**src/hw/rtl/mrmc_pkg.sv**
```systemverilog
package mrmc_pkg;

  localparam int unsigned AddrW  = 64;
  localparam int unsigned PagesW = 52;
  localparam int unsigned TypeW  = 4;
  localparam int unsigned KindW  = 3;
  localparam int unsigned IndexW = 7;
  localparam int unsigned PageShift = 12;

  typedef enum logic [KindW-1:0] {
    KindNone     = 3'd0,
    KindRam      = 3'd1,
    KindReserved = 3'd2,
    KindAcpi     = 3'd3,
    KindNvs      = 3'd4,
    KindUnusable = 3'd5
  } e820_kind_e;

  typedef struct packed {
    logic [AddrW-1:0]  addr;
    logic [AddrW-1:0]  size;
    e820_kind_e        kind;
    logic [IndexW-1:0] index;
    logic              valid;
    logic              fin;
  } mrmc_entry_t;

  // up to two results per descriptor; push1 is only set together with push0
  typedef struct packed {
    logic        push0;
    logic        push1;
    mrmc_entry_t entry0;
    mrmc_entry_t entry1;
  } mrmc_push_t;

  function automatic e820_kind_e efi_to_kind(input logic [TypeW-1:0] efi_type);
    e820_kind_e kind;
    case (efi_type)
      4'd1, 4'd2, 4'd3, 4'd4, 4'd7: kind = KindRam;
      4'd8:                         kind = KindUnusable;
      4'd9:                         kind = KindAcpi;
      4'd10:                        kind = KindNvs;
      default:                      kind = KindReserved;
    endcase
    return kind;
  endfunction

endpackage

```
**src/hw/rtl/mrmc_merge.sv**
```systemverilog
module mrmc_merge import mrmc_pkg::*; #(
  parameter int unsigned MAX_ENTRIES = 128
) (
  input  logic              clk_i,
  input  logic              rst_ni,
  input  logic              in_valid_i,
  output logic              in_ready_o,
  input  logic [AddrW-1:0]  phys_start_i,
  input  logic [PagesW-1:0] page_count_i,
  input  logic [TypeW-1:0]  efi_type_i,
  input  logic              last_descriptor_i,
  input  logic              space_ok_i,
  output mrmc_push_t        push_o
);

  localparam int unsigned CntW = $clog2(MAX_ENTRIES + 1);
  localparam logic [CntW-1:0] MaxCnt = CntW'(MAX_ENTRIES);

  logic              in_vld_q;
  logic [AddrW-1:0]  start_q;
  logic [PagesW-1:0] pages_q;
  logic [TypeW-1:0]  type_q;
  logic              last_q;

  logic [AddrW-1:0]  paddr_q, paddr_d;
  logic [AddrW-1:0]  psize_q, psize_d;
  e820_kind_e        pkind_q, pkind_d;
  logic [CntW-1:0]   count_q, count_d;

  logic              advance;
  logic              take, merge, has_pend, close;
  logic [AddrW-1:0]  size;
  e820_kind_e        kind;
  logic [AddrW-1:0]  naddr, nsize;
  e820_kind_e        nkind;
  logic [CntW-1:0]   ncount;
  logic [CntW-1:0]   close_idx, flush_idx;
  logic [CntW+IndexW-1:0] close_ext, flush_ext;
  mrmc_entry_t       close_e, flush_e;

  assign advance    = in_vld_q && space_ok_i;
  assign in_ready_o = !in_vld_q || advance;

  always_ff @(posedge clk_i or negedge rst_ni) begin
    if (!rst_ni) begin
      in_vld_q <= 1'b0;
    end else if (in_ready_o) begin
      in_vld_q <= in_valid_i;
    end
  end

  always_ff @(posedge clk_i) begin
    if (in_ready_o && in_valid_i) begin
      start_q <= phys_start_i;
      pages_q <= page_count_i;
      type_q  <= efi_type_i;
      last_q  <= last_descriptor_i;
    end
  end

  always_comb begin
    kind     = efi_to_kind(type_q);
    size     = {pages_q, PageShift'(0)};
    has_pend = count_q != '0;
    take     = (pages_q != '0) && (count_q < MaxCnt);
    merge    = has_pend && ((paddr_q + psize_q) == start_q) && (pkind_q == kind);
    close    = take && !merge && has_pend;

    naddr  = paddr_q;
    nsize  = psize_q;
    nkind  = pkind_q;
    ncount = count_q;
    if (take && merge) begin
      nsize = psize_q + size;
    end else if (take) begin
      naddr  = start_q;
      nsize  = size;
      nkind  = kind;
      ncount = count_q + 1'b1;
    end

    close_idx = count_q - 1'b1;
    flush_idx = ncount - 1'b1;
    close_ext = {{IndexW{1'b0}}, close_idx};
    flush_ext = {{IndexW{1'b0}}, flush_idx};

    close_e.addr  = paddr_q;
    close_e.size  = psize_q;
    close_e.kind  = pkind_q;
    close_e.index = close_ext[IndexW-1:0];
    close_e.valid = 1'b1;
    close_e.fin   = 1'b0;

    if (ncount != '0) begin
      flush_e.addr  = naddr;
      flush_e.size  = nsize;
      flush_e.kind  = nkind;
      flush_e.index = flush_ext[IndexW-1:0];
      flush_e.valid = 1'b1;
    end else begin
      flush_e.addr  = '0;
      flush_e.size  = '0;
      flush_e.kind  = KindNone;
      flush_e.index = '0;
      flush_e.valid = 1'b0;
    end
    flush_e.fin = 1'b1;

    push_o.push0  = advance && (close || last_q);
    push_o.push1  = advance && close && last_q;
    push_o.entry0 = close ? close_e : flush_e;
    push_o.entry1 = flush_e;

    paddr_d = naddr;
    psize_d = nsize;
    pkind_d = nkind;
    count_d = ncount;
    if (last_q) begin
      paddr_d = '0;
      psize_d = '0;
      pkind_d = KindNone;
      count_d = '0;
    end
  end

  always_ff @(posedge clk_i or negedge rst_ni) begin
    if (!rst_ni) begin
      paddr_q <= '0;
      psize_q <= '0;
      pkind_q <= KindNone;
      count_q <= '0;
    end else if (advance) begin
      paddr_q <= paddr_d;
      psize_q <= psize_d;
      pkind_q <= pkind_d;
      count_q <= count_d;
    end
  end

endmodule

```
**src/hw/rtl/mrmc_queue.sv**
```systemverilog
module mrmc_queue import mrmc_pkg::*; (
  input  logic        clk_i,
  input  logic        rst_ni,
  input  mrmc_push_t  push_i,
  output logic        space_ok_o,
  output logic        out_valid_o,
  input  logic        out_ready_i,
  output mrmc_entry_t out_entry_o
);

  localparam int unsigned Depth = 4;
  localparam int unsigned PtrW  = $clog2(Depth);
  localparam int unsigned CntW  = $clog2(Depth + 1);

  mrmc_entry_t       mem_q [Depth];
  logic [PtrW-1:0]   wr_ptr_q, wr_ptr_d;
  logic [PtrW-1:0]   rd_ptr_q, rd_ptr_d;
  logic [CntW-1:0]   count_q, count_d;
  logic              pop;
  logic [PtrW-1:0]   wr_ptr_nx;

  assign pop         = out_valid_o && out_ready_i;
  assign out_valid_o = count_q != '0;
  assign out_entry_o = mem_q[rd_ptr_q];
  assign space_ok_o  = count_q <= CntW'(Depth - 2);
  assign wr_ptr_nx   = wr_ptr_q + 1'b1;

  always_comb begin
    wr_ptr_d = wr_ptr_q;
    if (push_i.push1) begin
      wr_ptr_d = wr_ptr_q + PtrW'(2);
    end else if (push_i.push0) begin
      wr_ptr_d = wr_ptr_nx;
    end
    rd_ptr_d = pop ? rd_ptr_q + 1'b1 : rd_ptr_q;
    count_d  = count_q + CntW'(push_i.push0) + CntW'(push_i.push1) - CntW'(pop);
  end

  always_ff @(posedge clk_i or negedge rst_ni) begin
    if (!rst_ni) begin
      wr_ptr_q <= '0;
      rd_ptr_q <= '0;
      count_q  <= '0;
    end else begin
      wr_ptr_q <= wr_ptr_d;
      rd_ptr_q <= rd_ptr_d;
      count_q  <= count_d;
    end
  end

  always_ff @(posedge clk_i) begin
    if (push_i.push0) begin
      mem_q[wr_ptr_q] <= push_i.entry0;
    end
    if (push_i.push1) begin
      mem_q[wr_ptr_nx] <= push_i.entry1;
    end
  end

endmodule

```
**src/hw/rtl/memory_region_map_coalescer.sv**
```systemverilog
// Converts a stream of UEFI memory descriptors into a coalesced E820 map.
// Each descriptor (start address, page count, UEFI type) is mapped to an E820
// kind; a descriptor that starts where the pending entry ends and has the same
// kind extends it, anything else emits the pending entry and opens a new one.
// Zero-page descriptors are dropped and, once MAX_ENTRIES entries are open,
// further descriptors are ignored. tlast on a descriptor flushes the pending
// entry with tlast set on the result (tuser valid bit low if the map is
// empty) and clears the block for the next map. One descriptor is taken per
// cycle while the queue has room; it sits in the input register and its results
// then wait in a four-entry result queue. A descriptor that both closes an
// entry and flushes yields two results, and the queue drains one result per
// cycle if m_axis_tready_i is high; input back pressure follows the fill level.
module memory_region_map_coalescer import mrmc_pkg::*; #(
  parameter int unsigned MAX_ENTRIES = 128
) (
  input  logic         clk_i,
  input  logic         rst_ni,
  input  logic         s_axis_tvalid_i,
  output logic         s_axis_tready_o,
  input  logic [119:0] s_axis_tdata_i,   // phys_start[63:0], page_count[115:64], zero pad
  input  logic [3:0]   s_axis_tuser_i,   // efi_type[3:0]
  input  logic         s_axis_tlast_i,   // last_descriptor
  output logic         m_axis_tvalid_o,
  input  logic         m_axis_tready_i,
  output logic [135:0] m_axis_tdata_o,   // entry_addr[63:0], entry_size[127:64],
                                         // entry_index[134:128], zero pad
  output logic [3:0]   m_axis_tuser_o,   // entry_kind[2:0], entry_valid[3]
  output logic         m_axis_tlast_o    // final_entry
);

  mrmc_push_t  push;
  mrmc_entry_t entry;
  logic        space_ok;

  mrmc_merge #(
    .MAX_ENTRIES(MAX_ENTRIES)
  ) u_merge (
    .clk_i,
    .rst_ni,
    .in_valid_i        (s_axis_tvalid_i),
    .in_ready_o        (s_axis_tready_o),
    .phys_start_i      (s_axis_tdata_i[63:0]),
    .page_count_i      (s_axis_tdata_i[115:64]),
    .efi_type_i        (s_axis_tuser_i),
    .last_descriptor_i (s_axis_tlast_i),
    .space_ok_i        (space_ok),
    .push_o            (push)
  );

  mrmc_queue u_queue (
    .clk_i,
    .rst_ni,
    .push_i      (push),
    .space_ok_o  (space_ok),
    .out_valid_o (m_axis_tvalid_o),
    .out_ready_i (m_axis_tready_i),
    .out_entry_o (entry)
  );

  assign m_axis_tdata_o = {1'b0, entry.index, entry.size, entry.addr};
  assign m_axis_tuser_o = {entry.valid, entry.kind};
  assign m_axis_tlast_o = entry.fin;

endmodule
```
**config.mk**
```make
export PLATFORM = sky130hd
export DESIGN_NAME = memory_region_map_coalescer
export DESIGN_NICKNAME = d
export VERILOG_FILES = /design/src/hw/rtl/mrmc_pkg.sv /design/src/hw/rtl/mrmc_merge.sv /design/src/hw/rtl/mrmc_queue.sv /design/src/hw/rtl/memory_region_map_coalescer.sv
export SDC_FILE = /design/constraint.sdc
export NUM_CORES = 2
export LEC_CHECK = 0
export ABC_AREA = 1
export CAP_MARGIN = 20
export CELL_PAD_IN_SITES_DETAIL_PLACEMENT = 1
export CELL_PAD_IN_SITES_GLOBAL_PLACEMENT = 2
export CORE_ASPECT_RATIO = 0.75
export CORE_UTILIZATION = 30
export DETAILED_ROUTE_END_ITERATION = 16
export DONT_BUFFER_PORTS = 1
export GPL_ROUTABILITY_DRIVEN = 0
export GPL_TIMING_DRIVEN = 0
export PLACE_DENSITY_LB_ADDON = 0.1
export SLEW_MARGIN = 20
export SYNTH_ARGS = -nofsm -noshare
export SYNTH_HDL_FRONTEND = slang
export SYNTH_SLANG_ARGS = --single-unit
export TNS_END_PERCENT = 30
```
**constraint.sdc**
```tcl
create_clock -name clk_i -period 21.5 [get_ports clk_i]
set_clock_uncertainty 0.2 [all_clocks]
set_input_delay 3.225 -clock clk_i [delete_from_list [all_inputs] [get_ports clk_i]]
set_output_delay 3.225 -clock clk_i [all_outputs]
set_load 0.01 [all_outputs]
```
==> out/results.ini <==
[logic_synthesis]
synth_area_per_cell_um2=8.19
mappedNetlistArea_um2=49900
post_synth_and_or_nand_nor_area_fraction=0.237
postSynth.asyncResetShare=0.177
synth_compound_gate_area_share=0.156
synth_seq_cells=831
post_synth_fa_ha_maj_area_fraction=0.0327
post_synth_inst_count=6096
number_of_flops_mapped_to_enable_cells_by_yosys=677
synthDistinctLibCells=52
syn-num-nets=6353
seq_area_frac_synth=0.484
synth_top_cell_area_share=0.407
yosys_warnings=0
synth_ff_type=sky130_fd_sc_hd__edfxtp_1
synth_largest_area_cell=sky130_fd_sc_hd__edfxtp_1
synth.mux.area_fraction=0
netlist_top_cells_area=sky130_fd_sc_hd__edfxtp_1 (41%), sky130_fd_sc_hd__nand2_1 (9.4%), sky130_fd_sc_hd__o21ai_0 (7.8%)
dominant_combinational_cell_family_by_area_after_synthesis=simple AND/OR/NAND/NOR gates
yosys.area_share.xor_xnor=0.0228

[place]
place.port_buffers=0
dp_hpwl_mm=187

[route]
met2WireLength_mm=106
met1_wire_length_mm=121
route.detailed.drc=0
met3_length_mm=12.7
vias_per_cell=5.36
drt_wl_total_mm=245
vias=45800
post_drt_wl_per_cell_um=28.7
ant_nets=0
drt_pass1_iterations=5
routed.top_layer=met4
detailedRoute.firstIterationViolations=4048

[clock_network]
cts_resized=0
cts_buffers=99
ctsHoldBuffers=0
tritoncts=done
cts.root.buffer_cell=sky130_fd_sc_hd__clkbuf_16
cts.sink_count=831
post-cts-setup-buffer-count=0
worst_setup_hold_path_clk_slew_ps=60
clkLatencyLatePin_ps=780
ctsLongestPathBuffers=3
cts_max_level=3

[worst_setup_path]
setup.worst_path.end_class=primary output
crit_path_cell_trace=clkbuf_2 > clkbuf_2 > buf_16 > clkbuf_1 > nor2_1 > o22ai_1
timing.critical_path.arrival_ps=4180
path_max_fanout=10
slowest_stage_cell_cp=sky130_fd_sc_hd__clkbuf_1
crit-reg2reg-launch=u_merge.psize_q[35]
timing.reg2reg.setup_slack_ps=14140
max_stage_delay_ps=830
worst_path_most_repeated_cell=sky130_fd_sc_hd__clkbuf_2
crit-reg2reg-capture=u_queue.mem_q[0][2]
rr_worst_depth=26
critical_path_type=flip-flop to primary output
worstPathRequired_ps=18070
crit_path_start_kind=flip-flop

[power]
static-leakage-power_nw=22.1
combPwrFrac=0.516
p_sw_frac=0.510
switching_power_mw=4.58
p_int_mw=4.39
finalPower_mw=8.97
pwr-share-clk=0.208
pwr-share-seq=0.276
ir_worst_vdd_mv=0.0715
power-per-cell-area_nw_per_um2=157

[timing]
tns_ps=0
final_min_period_over_clock_period=0.354
finalCriticalPeriod_ps=7600
tightestPinTransition_ps=1120
slew_headroom=0.250
hold_slack_ps=295
fmax_mhz=132
grt_setup_unrepaired=false
timing_hold_violations_final=0
timing.final.max_slew_violations=0
setup_viol=0

[grt]
grt_start_max_net_pins=148
grt_antenna_before_repair=19
grt_first_pass_wirelength_mm=346
vias_in_the_first_global_route=45300
grt.total_usage=0.286
gr-total-overflow=0

[status]
run_status=complete, no violations

[worst_hold_path]
worst_hold_path_type=flip-flop to flip-flop
worst_hold_path_startpoint=u_queue.mem_q[2][0]
hold_path_depth=2
hold_path_end=u_queue.mem_q[2][0]

[floorplan]
floorplan.core_area_um2=165000
std_cell_rows=129
die-area_um2=168000
fp.dieH_um=355
initial_standard_cell_utilization_of_the_core=0.302
die_w_um=473
io_pins=272

[flow_run]
max_cap_viol_count=0

[cells_and_area]
nNetsFinal=6480
synthToLayoutAreaGrowth_pct=14.1
final_layout_size_suffix_gt1_frac=0.0742

state kept, by name, indices dropped and copies added, names as in the netlist:
signal            count
u_queue.mem_q       560
u_merge.paddr_q      64
u_merge.psize_q      64
u_merge.start_q      64
u_merge.pages_q      52
u_merge.count_q       8
u_merge.type_q        4
u_merge.kind          3
u_merge.pkind_q       3
u_queue.count_q       3
u_queue.rd_ptr_q      2
u_queue.wr_ptr_q      2
u_merge.in_vld_q      1
u_merge.last_q        1
per-stage QoR:
step                      instances  instance area [um2]  utilization  setup slack (ps)
after floorplan                6096                49900            -             14200
after global placement         8323                52700        0.319              7450
after CTS                      8536                56900        0.345             13940
final                          8541                57000        0.345             13900
after global routing           8537                56900        0.345             13840
after detailed placement       8349                53500        0.324             14330
power groups by stage:
stage / Sequential, mW / Combinational (mW) / Clock, mW
floorplan: 2.37 / 2.77 / 0
global placement: 2.62 / 4.43 / 0
CTS: 2.49 / 4.61 / 1.89
detailed placement: 2.52 / 4.60 / 0
finish: 2.48 / 4.63 / 1.86
global route: 2.50 / 5.01 / 1.94
cell families (layout without fill, tap and decap cells):
family                   count (synthesis)  after routing
AND/OR/NAND/NOR                       2696           2696
AO/OA/AOI/OAI                         1475           1475
buffers and inverters                  835           1048
flip-flops                             831            831
XOR/XNOR                               130            130
adder cells (fa/ha/maj)                128            128
other                                    1              6
per-layer routing:
| layer | GRT usage | up-vias |
|---|---|---|
| met4 | 0.0643 | 0 |
| met3 | 0.0381 | 226 |
| met2 | 0.434 | 1287 |
| li1 | - | 21300 |
| met5 | 0 | - |
| met1 | 0.429 | 23000 |
cell type report:
type / instances / area (um2)
sequential: 831 / 24100
buffer: 308 / 1390
fill: 19500 / 108000
antenna: 5 / 12.5
inverter: 527 / 1990
tap: 2227 / 2790
clock buffer: 120 / 2620
timing repair buffer: 26 / 686
clock inverter: 67 / 856
multi-input combinational: 4430 / 22500
synthesized netlist by cell type (13+ instances only):
cell type and count:
sky130_fd_sc_hd__o21a_1 13, sky130_fd_sc_hd__buf_2 54, sky130_fd_sc_hd__xnor2_1 59, sky130_fd_sc_hd__nor2_1 586
sky130_fd_sc_hd__edfxtp_1 677, sky130_fd_sc_hd__a21oi_1 208, sky130_fd_sc_hd__o21bai_1 15, sky130_fd_sc_hd__nor4_1 21
sky130_fd_sc_hd__clkbuf_1 214, sky130_fd_sc_hd__buf_4 19, sky130_fd_sc_hd__ha_1 124, sky130_fd_sc_hd__nand2_2 72
sky130_fd_sc_hd__nand3b_1 19, sky130_fd_sc_hd__a31oi_1 22, sky130_fd_sc_hd__o21ai_0 775, sky130_fd_sc_hd__nand3_1 618
sky130_fd_sc_hd__inv_2 20, sky130_fd_sc_hd__dfrtp_1 147, sky130_fd_sc_hd__nand4_1 28, sky130_fd_sc_hd__o21ai_1 217
sky130_fd_sc_hd__nand2_1 1248, sky130_fd_sc_hd__o22ai_1 199, sky130_fd_sc_hd__nor3_1 16, sky130_fd_sc_hd__inv_1 501
sky130_fd_sc_hd__xor2_1 71, sky130_fd_sc_hd__nand2_4 56
worst max-delay path by stage:
stage                        startpoint                    to
floorplan               s_axis_tvalid_i       u_merge.kind[1]
global placement    u_merge.psize_q[34]  u_queue.mem_q[0][17]
detailed placement  u_merge.psize_q[34]  u_queue.mem_q[0][22]
CTS                 u_queue.rd_ptr_q[0]        m_axis_tlast_o
global route        u_queue.rd_ptr_q[0]   m_axis_tdata_o[125]
finish              u_queue.rd_ptr_q[0]        m_axis_tlast_o
cell usage in the layout (no fill, tap or decap), types with 8 or more instances in the layout:
cell type	count
sky130_fd_sc_hd__xor2_1	71
sky130_fd_sc_hd__nand2_1	1244
sky130_fd_sc_hd__clkbuf_2	13
sky130_fd_sc_hd__nor2_2	10
sky130_fd_sc_hd__ha_1	124
sky130_fd_sc_hd__buf_2	55
sky130_fd_sc_hd__a31oi_1	22
sky130_fd_sc_hd__clkbuf_16	100
sky130_fd_sc_hd__clkinv_1	14
sky130_fd_sc_hd__o21bai_1	15
sky130_fd_sc_hd__o21ai_0	775
sky130_fd_sc_hd__buf_16	22
sky130_fd_sc_hd__nand3b_1	19
sky130_fd_sc_hd__clkbuf_1	217
sky130_fd_sc_hd__edfxtp_1	677
sky130_fd_sc_hd__nand3_1	618
sky130_fd_sc_hd__o21a_1	13
sky130_fd_sc_hd__dfrtp_1	147
sky130_fd_sc_hd__bufinv_16	18
sky130_fd_sc_hd__a21oi_1	208
sky130_fd_sc_hd__nor4_1	21
sky130_fd_sc_hd__nor3_1	16
sky130_fd_sc_hd__buf_6	10
sky130_fd_sc_hd__inv_2	20
sky130_fd_sc_hd__or2_2	8
sky130_fd_sc_hd__inv_1	500
sky130_fd_sc_hd__o21ai_1	217
sky130_fd_sc_hd__nand2_2	72
sky130_fd_sc_hd__o22ai_1	199
sky130_fd_sc_hd__buf_1	10
sky130_fd_sc_hd__buf_4	19
sky130_fd_sc_hd__clkinv_2	20
sky130_fd_sc_hd__xnor2_1	59
sky130_fd_sc_hd__nor2_1	585
sky130_fd_sc_hd__nand4_1	28
sky130_fd_sc_hd__nand2_4	60
sky130_fd_sc_hd__clkinvlp_4	8
sky130_fd_sc_hd__a21o_1	9
worst max-delay path: cells and delay by family, from the launching register on:
family | cells | cell delay [ps]
AND/OR/NAND/NOR | 1 | 280
flip-flops | 1 | 390
AO/OA/AOI/OAI | 1 | 480
buffers and inverters | 4 | 2210
(Power assumes the default switching activity.)
